File: src/rtl/core/mpc_pkg.sv
// Shared types, constants and helper functions of the Mandelbrot pixel colorizer.
`default_nettype none

package mpc_pkg;

	localparam int unsigned COLUMNS   = 64;
	localparam int unsigned ROWS      = 32;
	localparam int unsigned COL_W     = $clog2(COLUMNS);
	localparam int unsigned ROW_W     = $clog2(ROWS);
	localparam int unsigned FRAC_BITS = 60;
	localparam int unsigned MAX_ITER  = 100;
	localparam int unsigned CNT_W     = 7;
	localparam int unsigned NUM_BANDS = 13;
	localparam int unsigned NUM_THR   = 11;

	// Escape bound 4.0 expressed in the Q8.120 format of a full square.
	localparam logic [127:0] FOUR_Q120 = 128'd1 << (2 * FRAC_BITS + 2);

	// Multiplier sequencing: phase of the last of four partial products, and of the finishing step.
	localparam logic [2:0] MUL_LAST_PART = 3'd3;
	localparam logic [2:0] MUL_FINISH    = 3'd5;

	typedef enum logic [2:0] {
		REG_X_ORIGIN = 3'd0,
		REG_X_STEP   = 3'd1,
		REG_Y_TOP    = 3'd2,
		REG_Y_STEP   = 3'd3,
		REG_DEEP     = 3'd4
	} reg_idx_t;

	typedef enum logic [3:0] {
		S_IDLE,
		S_CR,
		S_CR_W,
		S_CI,
		S_CI_W,
		S_SQR,
		S_SQR_W,
		S_SQI,
		S_SQI_W,
		S_MAG,
		S_CROSS,
		S_CROSS_W,
		S_UPD,
		S_DONE
	} seq_state_t;

	typedef struct packed {
		logic [63:0] x_origin;
		logic [63:0] x_step;
		logic [63:0] y_top;
		logic [63:0] y_step;
		logic        deep_palette;
	} cfg_t;

	typedef struct packed {
		logic go;
		logic sgn;
	} mul_req_t;

	typedef struct packed {
		logic             done;
		logic [COL_W-1:0] col;
		logic [ROW_W-1:0] row;
		logic [CNT_W-1:0] count;
	} seq_rsp_t;

	localparam logic [23:0] BAND_RGB [NUM_BANDS] = '{
		24'h000000, 24'hFF0000, 24'hFF7F7F, 24'hFFA500, 24'hFFFF00,
		24'h7FFF7F, 24'h00FF00, 24'h7FFFFF, 24'h00FFFF,
		24'h7F7FFF, 24'h0000FF, 24'hFF00FF, 24'hFF7FFF
	};

	localparam logic [CNT_W-1:0] THR_NORMAL [NUM_THR] = '{
		7'd90, 7'd70, 7'd50, 7'd30, 7'd20, 7'd10, 7'd5, 7'd4, 7'd3, 7'd2, 7'd1
	};

	localparam logic [CNT_W-1:0] THR_DEEP [NUM_THR] = '{
		7'd99, 7'd98, 7'd96, 7'd94, 7'd92, 7'd90, 7'd85, 7'd80, 7'd75, 7'd70, 7'd60
	};

	// Band index for a count: the first descending threshold that the count reaches.
	function automatic logic [3:0] band_of(input logic [CNT_W-1:0] count, input logic deep);
		logic [3:0] band;
		logic [CNT_W-1:0] thr;
		band = 4'(NUM_BANDS - 1);
		for (int k = NUM_THR - 1; k >= 0; k--) begin
			thr = deep ? THR_DEEP[k] : THR_NORMAL[k];
			if (count >= thr) begin
				band = 4'(k + 1);
			end
		end
		if (count >= CNT_W'(MAX_ITER)) begin
			band = 4'd0;
		end
		return band;
	endfunction

	// Clamp a signed 128-bit value into the signed 64-bit range.
	function automatic logic [63:0] sat64(input logic [127:0] x);
		logic [63:0] r;
		if (x[127:63] == {65{x[63]}}) begin
			r = x[63:0];
		end else if (x[127]) begin
			r = {1'b1, 63'd0};
		end else begin
			r = {1'b0, {63{1'b1}}};
		end
		return r;
	endfunction

endpackage

`default_nettype wire

File: src/rtl/core/mpc_apb.sv
// Configuration register file behind an APB-style port.
`default_nettype none

module mpc_apb (
	input  wire logic         clk,
	input  wire logic         arst_n,
	input  wire logic         psel,
	input  wire logic         penable,
	input  wire logic         pwrite,
	input  wire logic [5:0]   paddr,
	input  wire logic [63:0]  pwdata,
	output logic [63:0]       prdata,
	output logic              pready,
	output mpc_pkg::cfg_t     cfg
);
	import mpc_pkg::*;

	cfg_t     cfg_q;
	reg_idx_t idx;
	logic     wr_en;

	assign idx    = reg_idx_t'(paddr[5:3]);
	assign wr_en  = psel && penable && pwrite;
	assign pready = 1'b1;
	assign cfg    = cfg_q;

	always_ff @(posedge clk or negedge arst_n) begin
		if (!arst_n) begin
			cfg_q <= '0;
		end else if (wr_en) begin
			case (idx)
				REG_X_ORIGIN: cfg_q.x_origin     <= pwdata;
				REG_X_STEP:   cfg_q.x_step       <= pwdata;
				REG_Y_TOP:    cfg_q.y_top        <= pwdata;
				REG_Y_STEP:   cfg_q.y_step       <= pwdata;
				REG_DEEP:     cfg_q.deep_palette <= pwdata[0];
				default: ;
			endcase
		end
	end

	always_comb begin
		case (idx)
			REG_X_ORIGIN: prdata = cfg_q.x_origin;
			REG_X_STEP:   prdata = cfg_q.x_step;
			REG_Y_TOP:    prdata = cfg_q.y_top;
			REG_Y_STEP:   prdata = cfg_q.y_step;
			REG_DEEP:     prdata = {63'd0, cfg_q.deep_palette};
			default:      prdata = '0;
		endcase
	end

endmodule

`default_nettype wire

File: config.mk
export PLATFORM = sky130hd
export DESIGN_NAME = mpc_apb
export DESIGN_NICKNAME = d
export VERILOG_FILES = /design/src/rtl/core/mpc_pkg.sv /design/src/rtl/core/mpc_apb.sv
export SDC_FILE = /design/constraint.sdc
export NUM_CORES = 1
export LEC_CHECK = 0
export ABC_AREA = 1
export BUFFER_PORTS_ARGS = -buffer_cell sky130_fd_sc_hd__buf_4
export CAP_MARGIN = 20
export CELL_PAD_IN_SITES_DETAIL_PLACEMENT = 0
export CELL_PAD_IN_SITES_GLOBAL_PLACEMENT = 1
export CORE_AREA = 2 2 177 179
export DETAILED_ROUTE_END_ITERATION = 8
export DIE_AREA = 0 0 179 181
export PLACE_DENSITY = 0.94
export SLEW_MARGIN = 30
export SYNTH_ARGS = -nofsm -noshare
export SYNTH_HDL_FRONTEND = slang
export SYNTH_SLANG_ARGS = --single-unit
File: constraint.sdc
create_clock -name clk -period 2.51 [get_ports clk]
set_clock_uncertainty 0.1 [all_clocks]
set_input_delay 0.251 -clock clk [delete_from_list [all_inputs] [get_ports clk]]
set_output_delay 0.251 -clock clk [all_outputs]
set_load 0.01 [all_outputs]
==> summary.txt <==
Run status
  – Status: completed

Placed design
  – Setup Slack @ Placement: 0.450 ns
  – RePlAce Congestion: 0.831
  – # placed instances: 2181
  – Port bufs: 392
  – Detailed Place HPWL: 25.6 mm

Clock tree
  – H-tree depth: 1
  – Clock Latency Late Sink: 0.54 ns
  – # resized after CTS: 0
  – Clock Tree Buf Depth: 3
  – Clk slew on worst S/H paths: 0.06 ns
  – CTS Buf Count: 29
  – Root buf cell: clkbuf_16
  – CTS tree: done
  – Clock Sinks: 257

Worst setup path
  – Largest fanout on the critical path: 34
  – Worst R2R Setup Slack: 1.68 ns
  – CP Class: input pin to output port
  – Worst EP arrival: 1.64 ns
  – Cell Chain, Critical Path: buf_4, inv_2, nand3_4, buf_12, nor2_1, a21oi_1, nand2_1, buf_4
  – Crit path top cell by count: buf_4
  – Slowest Stage Delay on Critical Path: 0.37 ns
  – CP Capture Type: output port
  – Worst Path Required: 2.16 ns
  – Cell depth of the worst flop-to-flop path: 2
  – Crit-path slowest cell: nand3_4
  – Critical path startpoint category: input pin

Timing
  – Tcrit/Tclk final: 0.795
  – Min Clock Period, post-route: 1.99 ns
  – Worst Max-Slew Pin Slew: 0.846 ns
  – RSZ-0062 raised after global routing: no
  – Slew HR: 0.436
  – Final Max Tran Viols: 0
  – Final WS setup: 0.515 ns
  – F_max: 501 MHz
  – Hold Worst Slack: 0.0946 ns
  – TNS Setup: 0 ns
  – Final Hold Violating Endpoints: 0
  – Setup violators final: 0

Route
  – Vias: 11291
  – DR iter-0 viols: 753
  – # DRC: 0
  – Post-DRT Antenna Nets: 0
  – TritonRoute pass-1 iters: 6
  – Wirelength per Cell: 16.9 µm
  – Detailed Route WL: 38.9 mm
  – Vias per cell: 4.91

Die
  – Core Region: 30300 µm²
  – Die Ht: 181 µm
  – Horiz. Die Dim: 179 µm
  – Row count: 64
  – Die Area: 32400 µm²
  – Initial core utilization: 0.386
  – Ports: 397

Global routing
  – Vias in the first global route: 11203
  – Pin count of the biggest net entering global routing: 129
  – First-pass GRT wire length: 60.9 mm
  – Initial antenna violation count: 0
  – Overall global routing resource usage: 0.236
  – Grt ovf: 0

Hold path
  – Hold/Removal Path Class: input pin to flip-flop
  – Hold Path Stages: 5

Cells and area
  – Area Overhead vs Synth: 41.5%
  – Final std cells w/o fill: 2299
  – Share of cells above drive strength 1: 0.246
  – Final nets: 1957
  – # diodes: 0
  – Max reg flops: 257

Pwr
  – PnR Total Power: 0.0133 W
  – Cell Pwr Density: 802 nW/µm²
  – Lkg Pwr: 8.68 nW
  – Max VDD drop: 0.476 mV

Yosys
  – Sequential-to-total area share from yosys stat: 0.549
  – Mapped Cells: 1459
  – Cell taking the most area after synthesis: dfrtp_1
  – Ys async rst share: 1.00
  – Top-count cell post-synth: nand2_1
  – Commonest cells in the netlist: nand2_1, inv_1, dfrtp_1
  – Count of flip-flops with a built-in enable after synthesis: 0
  – Commonest register cell after synthesis: dfrtp_1
  – Syn_area_per_cell: 8.03 µm²
  – Yosys warns: 0
  – Top cells by area, synth: dfrtp_1, o21ai_1, nand2_1, inv_1, o21ai_0
  – Netlist cell types: 19
  – Synth top area share: 0.549
  – Synth Register Bits: 257
  – Synthesized area: 11700 µm²
  – Syn_nets: 1534

Job
  – MaxCap Viol Count: 0
[report_power, final]
part / internal [W] / switching, W / leakage (nW)
clock: 0.00234 / 0.00167 / 0.439
combinational: 0.00178 / 0.00187 / 5.01
sequential: 0.00497 / 0.000662 / 3.23
[layout by cell type (no fill, tap or decap), types with 2 or more instances in the layout]
cell type      instances
clkbuf_16             29
nor2_4                 2
dlygate4sd3_1         66
o21ai_0               72
dfrtp_1              257
nand3_4                2
nand3_1               67
inv_1                259
nor2_1                65
buf_4                404
nand3_2                2
clkbuf_8               7
a21oi_1               63
clkbuf_1              12
o21ai_1              249
clkinv_4               2
inv_2                  3
nand2_4                2
nand2_1              323
buf_12                11
[worst max-delay path, delay by kind of cell]
family	cells	cell delay, ns
compound gates	1	0.05
buf+inv	4	0.73
simple gates	3	0.60
[layout make-up]
type	count	area [µm²]
flip-flops and latches	257	6430
clock buffers	48	867
repair buffers	482	3930
clock inverters	4	31.3
multi-input cells	850	3830
fillers	2756	13800
inverters	262	983
well taps	396	495
[routing by layer]
| layer | track usage | up-vias | wire, µm |
|---|---|---|---|
| met5 | 0 | - | 0 |
| met4 | 0.0855 | 0 | 1490 |
| met3 | 0.0568 | 89 | 3310 |
| met2 | 0.404 | 432 | 18600 |
| met1 | 0.286 | 5360 | 15500 |
| li1 | - | 5410 | - |
[final timing paths]
path / start / end
worst max-delay path: paddr[5] / prdata[3]
worst min-delay path: pwrite / cfg[0]
worst max register to register: cfg[248] / cfg[248]
worst min register to register: cfg[142] / cfg[142]
max in group asynchronous: arst_n / cfg[111]
min in group asynchronous: arst_n / cfg[218]
[logic make-up (layout without fill, tap and decap cells)]
logic type | count (synthesis) | count (layout) | share of synthesized area
flops | 257 | 257 | 0.549
buf+inv | 352 | 796 | 0.128
compound gates | 384 | 384 | 0.164
simple gates | 465 | 465 | 0.159
other cells | 1 | 1 | 0.000320
[stage by stage]
step / area, µm² / utilization
2_1_floorplan: 11700 / -
3_3_place_gp: 15000 / 0.495
3_5_place_dp: 15000 / 0.495
4_1_cts: 16600 / 0.546
5_1_grt: 16600 / 0.546
6_report: 16600 / 0.546
[timing repair]
item,4_1_cts,5_1_grt
buffers inserted,0,0
hold buffers,66,0
endpoints found under the hold margin,368,0
(Power assumes the default switching activity.)
